==> src/rtl/core/fbfl_pkg.sv <==
// Shared types and constants of the fixed block free list allocator.
`default_nettype none
package fbfl_pkg;

  localparam int NumBlocksDefault = 256;

  localparam int ActionW  = 2;
  localparam int BlkIdxW  = 8;
  localparam int BaseW    = 32;
  localparam int BsizeW   = 13;
  localparam int AddrW    = 33;
  localparam int StatusW  = 2;
  localparam int UsedW    = 9;
  localparam int CfgIdxW  = 1;
  localparam int CfgDataW = 32;

  // Usage counter width. Repeated frees of one block can hand it out again and
  // again, so the count may run well past the pool size; only its low bits are
  // reported, but the empty check sees the whole count.
  localparam int UsedCntW = 32;

  localparam logic [BsizeW-1:0] BsizeReset = BsizeW'(8);

  localparam logic [ActionW-1:0] ACT_ALLOC = 2'd0;
  localparam logic [ActionW-1:0] ACT_FREE  = 2'd1;
  localparam logic [ActionW-1:0] ACT_CLEAR = 2'd2;

  localparam logic [StatusW-1:0] STAT_OK  = 2'd0;
  localparam logic [StatusW-1:0] STAT_OOM = 2'd1;
  localparam logic [StatusW-1:0] STAT_BAD = 2'd2;

  localparam logic [CfgIdxW-1:0] CFG_POOL_BASE  = 1'd0;
  localparam logic [CfgIdxW-1:0] CFG_BLOCK_SIZE = 1'd1;

  typedef enum logic {
    ST_IDLE,
    ST_POP
  } state_e;

  // Result fields other than the block index, which depends on the pool depth.
  typedef struct packed {
    logic               granted;
    logic [StatusW-1:0] status;
    logic [UsedW-1:0]   used;
  } res_t;

endpackage
`default_nettype wire

==> src/rtl/core/fbfl_ram.sv <==
// Generic single write port, single read port RAM with registered read data.
`default_nettype none
module fbfl_ram #(
  parameter int Width = 8,
  parameter int Depth = 16,
  localparam int AW = (Depth > 1) ? $clog2(Depth) : 1
) (
  input  wire logic          clk_i,
  input  wire logic          we_i,
  input  wire logic [AW-1:0] waddr_i,
  input  wire logic [Width-1:0] wdata_i,
  input  wire logic          re_i,
  input  wire logic [AW-1:0] raddr_i,
  output logic [Width-1:0]   rdata_o
);

  logic [Width-1:0] mem_q [Depth];

  always_ff @(posedge clk_i) begin
    if (we_i) begin
      mem_q[waddr_i] <= wdata_i;
    end
    if (re_i) begin
      rdata_o <= mem_q[raddr_i];
    end
  end

endmodule
`default_nettype wire

==> src/rtl/core/fbfl_out_buf.sv <==
// Two-entry result buffer that also forms the byte address of a granted block.
`default_nettype none
module fbfl_out_buf
  import fbfl_pkg::*;
#(
  parameter int IdxW = 8
) (
  input  wire logic               clk_i,
  input  wire logic               rst_ni,
  input  wire logic [BaseW-1:0]   pool_base_i,
  input  wire logic [BsizeW-1:0]  block_size_i,
  input  wire logic               push_i,
  output logic                    push_ready_o,
  input  wire logic [IdxW-1:0]    push_idx_i,
  input  wire res_t               push_res_i,
  output logic                    out_valid_o,
  input  wire logic               out_ready_i,
  output logic [BlkIdxW-1:0]      granted_index_o,
  output logic [AddrW-1:0]        granted_address_o,
  output logic [StatusW-1:0]      status_o,
  output logic [UsedW-1:0]        blocks_used_o
);

  typedef struct packed {
    logic [BlkIdxW-1:0] idx;
    logic [AddrW-1:0]   addr;
    logic [StatusW-1:0] status;
    logic [UsedW-1:0]   used;
  } entry_t;

  entry_t new_entry;
  entry_t out_q, out_d, spare_q, spare_d;
  logic   out_valid_q, out_valid_d, spare_valid_q, spare_valid_d;
  logic   pop_out;
  logic [IdxW+BsizeW-1:0] offset;

  assign offset = (IdxW+BsizeW)'(push_idx_i) * (IdxW+BsizeW)'(block_size_i);

  always_comb begin
    new_entry.idx    = push_res_i.granted ? BlkIdxW'(push_idx_i) : '0;
    new_entry.addr   = push_res_i.granted ? (AddrW'(pool_base_i) + AddrW'(offset)) : '0;
    new_entry.status = push_res_i.status;
    new_entry.used   = push_res_i.used;
  end

  assign pop_out      = out_valid_q & out_ready_i;
  assign push_ready_o = ~spare_valid_q;

  always_comb begin
    out_d         = out_q;
    spare_d       = spare_q;
    out_valid_d   = out_valid_q;
    spare_valid_d = spare_valid_q;
    if (pop_out && spare_valid_q) begin
      out_d         = spare_q;
      spare_valid_d = 1'b0;
    end else if (push_i) begin
      if (out_valid_q && !pop_out) begin
        spare_d       = new_entry;
        spare_valid_d = 1'b1;
      end else begin
        out_d       = new_entry;
        out_valid_d = 1'b1;
      end
    end else if (pop_out) begin
      out_valid_d = 1'b0;
    end
  end

  always_ff @(posedge clk_i or negedge rst_ni) begin
    if (!rst_ni) begin
      out_valid_q   <= 1'b0;
      spare_valid_q <= 1'b0;
    end else begin
      out_valid_q   <= out_valid_d;
      spare_valid_q <= spare_valid_d;
    end
  end

  always_ff @(posedge clk_i) begin
    out_q   <= out_d;
    spare_q <= spare_d;
  end

  assign out_valid_o       = out_valid_q;
  assign granted_index_o   = out_q.idx;
  assign granted_address_o = out_q.addr;
  assign status_o          = out_q.status;
  assign blocks_used_o     = out_q.used;

endmodule
`default_nettype wire

==> src/rtl/core/fixed_block_free_list_allocator.sv <==
// Fixed-size block pool allocator with a free stack kept in a link memory.
//
// Input channel (in_valid_i/in_ready_o) carries one request per beat: allocate,
// free a block or clear the pool. Every request yields exactly one result beat
// on the output channel (out_valid_o/out_ready_i): the granted block index, its
// byte address (pool_base plus index times block size), a status code and the
// number of blocks in use after the request.
// An allocate that pops a freed block reads the next link from the link RAM,
// whose read data is registered, so it passes through ST_POP before the block
// takes another request; other requests are handled in the cycle they are
// accepted. A two-entry result buffer lets a new request be taken while a
// finished result is still waiting; when both entries are full, in_ready_o
// falls until the receiver takes a beat, and nothing is lost. Reset empties
// the free stack, restarts fresh allocation at block zero and clears the usage
// count; the link RAM needs no clearing pass, as a link is only read after a
// free has written it. Configuration (pool base, block size) is written through
// cfg_we_i/cfg_index_i/cfg_wdata_i; the user must do so only while the block
// is idle, as the block itself does not enforce it.
`default_nettype none
module fixed_block_free_list_allocator
  import fbfl_pkg::*;
#(
  parameter int NumBlocks = NumBlocksDefault
) (
  input  wire logic                clk_i,
  input  wire logic                rst_ni,
  input  wire logic                cfg_we_i,
  input  wire logic [CfgIdxW-1:0]  cfg_index_i,
  input  wire logic [CfgDataW-1:0] cfg_wdata_i,
  input  wire logic                in_valid_i,
  output logic                     in_ready_o,
  input  wire logic [ActionW-1:0]  action_i,
  input  wire logic [BlkIdxW-1:0]  block_index_i,
  output logic                     out_valid_o,
  input  wire logic                out_ready_i,
  output logic [BlkIdxW-1:0]       granted_index_o,
  output logic [AddrW-1:0]         granted_address_o,
  output logic [StatusW-1:0]       status_o,
  output logic [UsedW-1:0]         blocks_used_o
);

  localparam int IdxW  = (NumBlocks > 1) ? $clog2(NumBlocks) : 1;
  localparam int HeadW = $clog2(NumBlocks + 1);
  localparam logic [HeadW-1:0] StackEmpty = HeadW'(NumBlocks);

  logic [BaseW-1:0]  pool_base_q;
  logic [BsizeW-1:0] block_size_q;

  state_e state_q, state_d;
  logic [HeadW-1:0]    head_q, head_d;
  logic [HeadW-1:0]    fresh_q, fresh_d;
  logic [UsedCntW-1:0] used_q, used_d;
  logic [IdxW-1:0]     pop_idx_q;

  logic             accept;
  logic             buf_ready;
  logic             push;
  logic [IdxW-1:0]  push_idx;
  res_t             push_res;
  logic             ram_we, ram_re;
  logic [IdxW-1:0]  ram_waddr;
  logic [HeadW-1:0] ram_rdata;
  logic             blk_in_range;

  always_ff @(posedge clk_i or negedge rst_ni) begin
    if (!rst_ni) begin
      pool_base_q  <= '0;
      block_size_q <= BsizeReset;
    end else if (cfg_we_i) begin
      case (cfg_index_i)
        CFG_POOL_BASE:  pool_base_q  <= cfg_wdata_i;
        CFG_BLOCK_SIZE: block_size_q <= cfg_wdata_i[BsizeW-1:0];
        default: ;
      endcase
    end
  end

  assign in_ready_o   = (state_q == ST_IDLE) && buf_ready;
  assign accept       = in_valid_i && in_ready_o;
  assign blk_in_range = 32'(block_index_i) < 32'(NumBlocks);
  assign ram_waddr    = IdxW'(block_index_i);

  always_comb begin
    state_d  = state_q;
    head_d   = head_q;
    fresh_d  = fresh_q;
    used_d   = used_q;
    push     = 1'b0;
    push_idx = '0;
    push_res = '{granted: 1'b0, status: STAT_OK, used: UsedW'(used_q)};
    ram_we   = 1'b0;
    ram_re   = 1'b0;
    case (state_q)
      ST_IDLE: begin
        if (accept) begin
          case (action_i)
            ACT_ALLOC: begin
              if (head_q < StackEmpty) begin
                // The next link arrives from the RAM in the following cycle.
                ram_re  = 1'b1;
                state_d = ST_POP;
              end else if (fresh_q < StackEmpty) begin
                push             = 1'b1;
                push_idx         = fresh_q[IdxW-1:0];
                fresh_d          = fresh_q + HeadW'(1);
                used_d           = used_q + UsedCntW'(1);
                push_res.granted = 1'b1;
                push_res.used    = UsedW'(used_d);
              end else begin
                push            = 1'b1;
                push_res.status = STAT_OOM;
              end
            end
            ACT_FREE: begin
              push = 1'b1;
              if (!blk_in_range || used_q == '0) begin
                push_res.status = STAT_BAD;
              end else begin
                ram_we        = 1'b1;
                head_d        = HeadW'(block_index_i);
                used_d        = used_q - UsedCntW'(1);
                push_res.used = UsedW'(used_d);
              end
            end
            ACT_CLEAR: begin
              push          = 1'b1;
              head_d        = StackEmpty;
              fresh_d       = '0;
              used_d        = '0;
              push_res.used = '0;
            end
            default: begin
              push            = 1'b1;
              push_res.status = STAT_BAD;
            end
          endcase
        end
      end
      ST_POP: begin
        push             = 1'b1;
        push_idx         = pop_idx_q;
        head_d           = ram_rdata;
        used_d           = used_q + UsedCntW'(1);
        push_res.granted = 1'b1;
        push_res.used    = UsedW'(used_d);
        state_d          = ST_IDLE;
      end
      default: state_d = ST_IDLE;
    endcase
  end

  always_ff @(posedge clk_i or negedge rst_ni) begin
    if (!rst_ni) begin
      state_q <= ST_IDLE;
      head_q  <= StackEmpty;
      fresh_q <= '0;
      used_q  <= '0;
    end else begin
      state_q <= state_d;
      head_q  <= head_d;
      fresh_q <= fresh_d;
      used_q  <= used_d;
    end
  end

  always_ff @(posedge clk_i) begin
    if (ram_re) begin
      pop_idx_q <= head_q[IdxW-1:0];
    end
  end

  fbfl_ram #(
    .Width(HeadW),
    .Depth(NumBlocks)
  ) u_link_ram (
    .clk_i  (clk_i),
    .we_i   (ram_we),
    .waddr_i(ram_waddr),
    .wdata_i(head_q),
    .re_i   (ram_re),
    .raddr_i(head_q[IdxW-1:0]),
    .rdata_o(ram_rdata)
  );

  fbfl_out_buf #(
    .IdxW(IdxW)
  ) u_out_buf (
    .clk_i            (clk_i),
    .rst_ni           (rst_ni),
    .pool_base_i      (pool_base_q),
    .block_size_i     (block_size_q),
    .push_i           (push),
    .push_ready_o     (buf_ready),
    .push_idx_i       (push_idx),
    .push_res_i       (push_res),
    .out_valid_o      (out_valid_o),
    .out_ready_i      (out_ready_i),
    .granted_index_o  (granted_index_o),
    .granted_address_o(granted_address_o),
    .status_o         (status_o),
    .blocks_used_o    (blocks_used_o)
  );

endmodule
`default_nettype wire
==> config.mk <==
export PLATFORM = sky130hd
export DESIGN_NAME = fixed_block_free_list_allocator
export DESIGN_NICKNAME = d
export VERILOG_FILES = /design/src/rtl/core/fbfl_pkg.sv /design/src/rtl/core/fbfl_ram.sv /design/src/rtl/core/fbfl_out_buf.sv /design/src/rtl/core/fixed_block_free_list_allocator.sv
export SDC_FILE = /design/constraint.sdc
export NUM_CORES = 2
export LEC_CHECK = 0
export BUFFER_PORTS_ARGS = -buffer_cell sky130_fd_sc_hd__buf_2
export CORE_MARGIN = 2
export CORE_UTILIZATION = 44
export DETAILED_ROUTE_END_ITERATION = 8
export SKIP_CTS_REPAIR_TIMING = 1
export SLEW_MARGIN = 20
export SYNTH_ARGS = -nofsm -noshare
export SYNTH_HDL_FRONTEND = slang
export SYNTH_SLANG_ARGS = --single-unit
==> constraint.sdc <==
create_clock -name clk_i -period 24.9 [get_ports clk_i]
set_clock_uncertainty 0.2 [all_clocks]
set_input_delay 4.98 -clock clk_i [delete_from_list [all_inputs] [get_ports clk_i]]
set_output_delay 4.98 -clock clk_i [all_outputs]
set_load 0.02 [all_outputs]
==> reports/qor_table.md <==
| Stage | Quantity | Reported |
| --- | --- | --- |
| route | Remaining antenna violation count after routing | 0 |
| global routing | Global route total overflow | 0 |
| power | Share of power burned in registers | 42.7% |
| placement | # port buffers | 101 |
| power | Internal Power | 9090 uW |
| power | Switching share of total power | 30.3% |
| finish | Final core utilization | 49.7% |
| yosys | Flops & latches, synth | 2,523 |
| power | Portion of total power attributed to the clock network | 29.6% |
| yosys | Main flop type after synthesis | sky130_fd_sc_hd__edfxtp_1 |
| route | DRC violation count after routing | 0 |
| global routing | Number of antenna violations at the first check in global routing | 14 |
| clock network | Insertion delay of the later-clocked pin in the worst-skew pair | 940 ps |
| sta | Unrepaired setup endpoints after global routing | false |
| placement | Placed cell count | 8,151 |
| sta | Crit path time final | 11,080 ps |
| sta | Final-report hold violation count | 0 |
| route | Count of vias placed by the detailed router | 49,874 |
| route | Starting DRC count in detailed routing | 4,901 |
| critical path | Crit Path Max Fanout | 15 |
| yosys | Proportion of synthesized chip area in sequential cells | 73.0% |
| floorplanning | Core Footprint | 0.233 mm^2 |
| floorplanning | Ports placed on the boundary | 102 |
| sta | Actual transition at the worst max-transition pin | 1200 ps |
| yosys | Synthesized cell area | 0.103 mm^2 |
| critical path | Worst Setup Start Kind | input port |
| run | Max-cap violation count | 0 |
| yosys | Unique masters post-synth | 87 |
| floorplanning | Horizontal extent of the die | 488 um |
| floorplanning | Initial Utilization | 44.3% |
| finish | Number of standard cells in the final layout excluding fillers | 8,635 |
| sta | Number of max-slew violations in the final report | 0 |
| finish | Syn-to-layout area delta | 12.2% |
| sta | Setup slack after layout | 13,820 ps |
| finish | Layout cells sized above 1 | 25.4% |
| yosys | Fraction of synthesized cell area taken by the top area cell type | 70.6% |
| clock network | Clock root cell | sky130_fd_sc_hd__clkbuf_16 |
| clock network | Clock tree from TritonCTS | done |
| clock network | Clock buffers created by TritonCTS | 285 |
| yosys | Yosys top cell by area | sky130_fd_sc_hd__edfxtp_1 |
| global routing | Pin count of the biggest net entering global routing | 198 |
| placement | Detailed placer's ending HPWL | 142 mm |
| sta | Setup total negative slack | 0 ps |
| power | Leakage power summed over all cells | 0.0369 uW |
| power | Fraction of power consumed by combinational cells | 27.7% |
| sta | Peak Freq | 90.2 MHz |
| floorplanning | Site row count | 177 |
| yosys | Number of standard cells after synthesis | 5,125 |
| placement | Area after DPL | 0.107 mm^2 |
| yosys | Post-Synthesis Mean Instance Area | 20.1 um^2 |
| hold path | Class of the worst hold path | flop to flop |
| route | Avg WL per Cell | 27.2 um |
| route | Iteration count of the initial detailed-routing pass | 5 |
| floorplanning | Overall die height | 488 um |
| finish | Most used cells in the layout excluding fill and tap cells | sky130_fd_sc_hd__edfxtp_1 (2,425), sky130_fd_sc_hd__mux4_2 (726), sky130_fd_sc_hd__nor2_1 (367), sky130_fd_sc_hd__clkbuf_16 (290), sky130_fd_sc_hd__nand2_1 (158) |
| placement | Worst slack, placed | 12,980 ps |
| power | IR drop worst, VDD | 0.116 mV |
| yosys | Fraction of synthesis flops using an asynchronous set or reset pin | 3.88% |
| global routing | Global-route wire length before repair | 347 mm |
| clock network | Clock sink total | 2,523 |
| finish | Total non-filler cell area in the finished layout | 0.116 mm^2 |
| clock network | H-tree level count | 5 |
| global routing | Global-route usage over all layers | 19.8% |
| global routing | Number of global-route vias before repair | 50,496 |
| finish | Layout Nets | 5,492 |
| placement | Gp weighted congestion | 0.848 |
| yosys | Net count after synthesis | 5,311 |
| sta | Count of final setup violators | 0 |
| run status | Status | completed |
| route | Post-detailed-routing wire length | 235 mm |
| route | Via-per-instance ratio | 5.78 |
| power | Net switching power figure | 3960 uW |
| yosys | Post-synth EDFFs | 2,425 |
| critical path | Worst path arrival time | 11,450 ps |
| floorplanning | Area enclosed by the die boundary | 0.238 mm^2 |
| yosys | Count of warnings emitted by yosys | 0 |
| critical path | Kind of capture point of the worst setup path | flop |
| finish | Most common cell after layout, fill and taps aside | sky130_fd_sc_hd__edfxtp_1 |
| power | Total power per unit cell area | 113 mW/mm^2 |
| critical path | Required time of the critical path | 25,270 ps |
| clock network | Max clock buf depth | 4 |
| critical path | Crit path kind | input port to flop |
| clock network | Clock-pin transition on the worst setup and hold timing paths | 60 ps |
| sta | Max-slew headroom at the worst pin | 19.9% |
| yosys | Cells taking the most area after synthesis | sky130_fd_sc_hd__edfxtp_1 (71%), sky130_fd_sc_hd__mux4_2 (16%), sky130_fd_sc_hd__dfrtp_1 (2.3%) |
| sta | Share of the cycle needed by the critical path after routing | 44.5% |
state kept, by name, summed over array words and instances, names as in the netlist:
signal and flops:
u_out_buf.spare_q 52, u_out_buf.spare_valid_q 1, u_out_buf.blocks_used_o 9, head_q 9
u_out_buf.granted_index_o 8, pool_base_q 32, pop_idx_q 8, used_q 32
u_out_buf.status_o 2, u_link_ram.mem_q 2304, u_link_ram.rdata_o 9, fresh_q 9
block_size_q 13, u_out_buf.granted_address_o 33, u_out_buf.out_valid_o 1, state_q 1
power groups by stage:
stage / Sequential, uW / Clock (uW) / Combinational (uW)
after floorplan: 5910 / 0 / 2240
after global placement: 5650 / 0 / 3640
after detailed placement: 5660 / 0 / 3690
after CTS: 5570 / 3950 / 3690
after global routing: 5590 / 4110 / 3870
final: 5570 / 3870 / 3620
cell type report:
class,instances,area (um^2)
antenna,4,10.0
clock buffer,346,7510
clock inverter,134,967
fill,18584,117000
inverter,153,574
multi-input combinational,2162,26200
sequential,2523,75300
tap,3132,3920
timing repair buffer,181,1220
logic make-up after synthesis:
logic type | after synthesis | share of synthesized area [%]
fa+ha+maj | 138 | 2.29
simple gates | 835 | 3.74
compound gates | 344 | 2.21
buf+inv | 440 | 1.72
xor+xnor | 30 | 0.255
flops | 2523 | 73.0
mux | 815 | 16.8
stage by stage:
step	power, uW	hold slack (ps)
2_1_floorplan	8150	269
3_3_place_gp	9290	294
3_5_place_dp	9350	306
4_1_cts	13200	283
5_1_grt	13600	295
6_report	13100	290
per-layer routing:
layer / global-route usage, % / wire, um / up-vias
li1: - / - / 21216
met3: 3.31 / 13700 / 342
met5: 0 / 15 / -
met2: 31.6 / 115000 / 1499
met4: 5.26 / 5440 / 4
met1: 28.3 / 102000 / 26813
critical path, stage by stage:
cell	delay (ps)
sky130_fd_sc_hd__buf_2	120
sky130_fd_sc_hd__inv_1	80
sky130_fd_sc_hd__ha_1	350
sky130_fd_sc_hd__nand3b_1	200
sky130_fd_sc_hd__nor2_1	150
sky130_fd_sc_hd__buf_4	210
sky130_fd_sc_hd__a22o_1	560
sky130_fd_sc_hd__nand2_1	160
sky130_fd_sc_hd__fa_1	530
sky130_fd_sc_hd__inv_1	50
sky130_fd_sc_hd__fa_1	490
sky130_fd_sc_hd__fa_1	550
sky130_fd_sc_hd__inv_1	50
sky130_fd_sc_hd__fa_1	470
sky130_fd_sc_hd__inv_1	40
sky130_fd_sc_hd__ha_1	370
sky130_fd_sc_hd__a21o_1	210
sky130_fd_sc_hd__or3_1	340
sky130_fd_sc_hd__o211ai_1	230
sky130_fd_sc_hd__nand3_1	270
sky130_fd_sc_hd__a31oi_1	730
sky130_fd_sc_hd__or3_1	210
sky130_fd_sc_hd__a21oi_1	70
worst paths after layout:
check	cells after the start	end	slack [ps]	from
setup / recovery	23	u_out_buf.spare_q[42]	13820	action_i[0]
hold / removal	2	u_out_buf.granted_address_o[31]	290	u_out_buf.spare_q[42]
setup reg to reg	20	u_out_buf.spare_q[42]	17110	state_q
hold reg to reg	2	u_out_buf.granted_address_o[31]	290	u_out_buf.spare_q[42]
max in group asynchronous	2	block_size_q[11]	19210	rst_ni
min in group asynchronous	1	used_q[16]	3840	rst_ni
synthesized netlist by cell type (all sizes together), types with 76 or more instances:
master and n:
o21ai 81, edfxtp 2425, buf 120, fa 85
clkbuf 167, nand2 167, dfrtp 96, a21oi 81
inv 152, nor2 372, mux4 726, and2 76
Note: power is estimated with default switching activity, not from simulation.
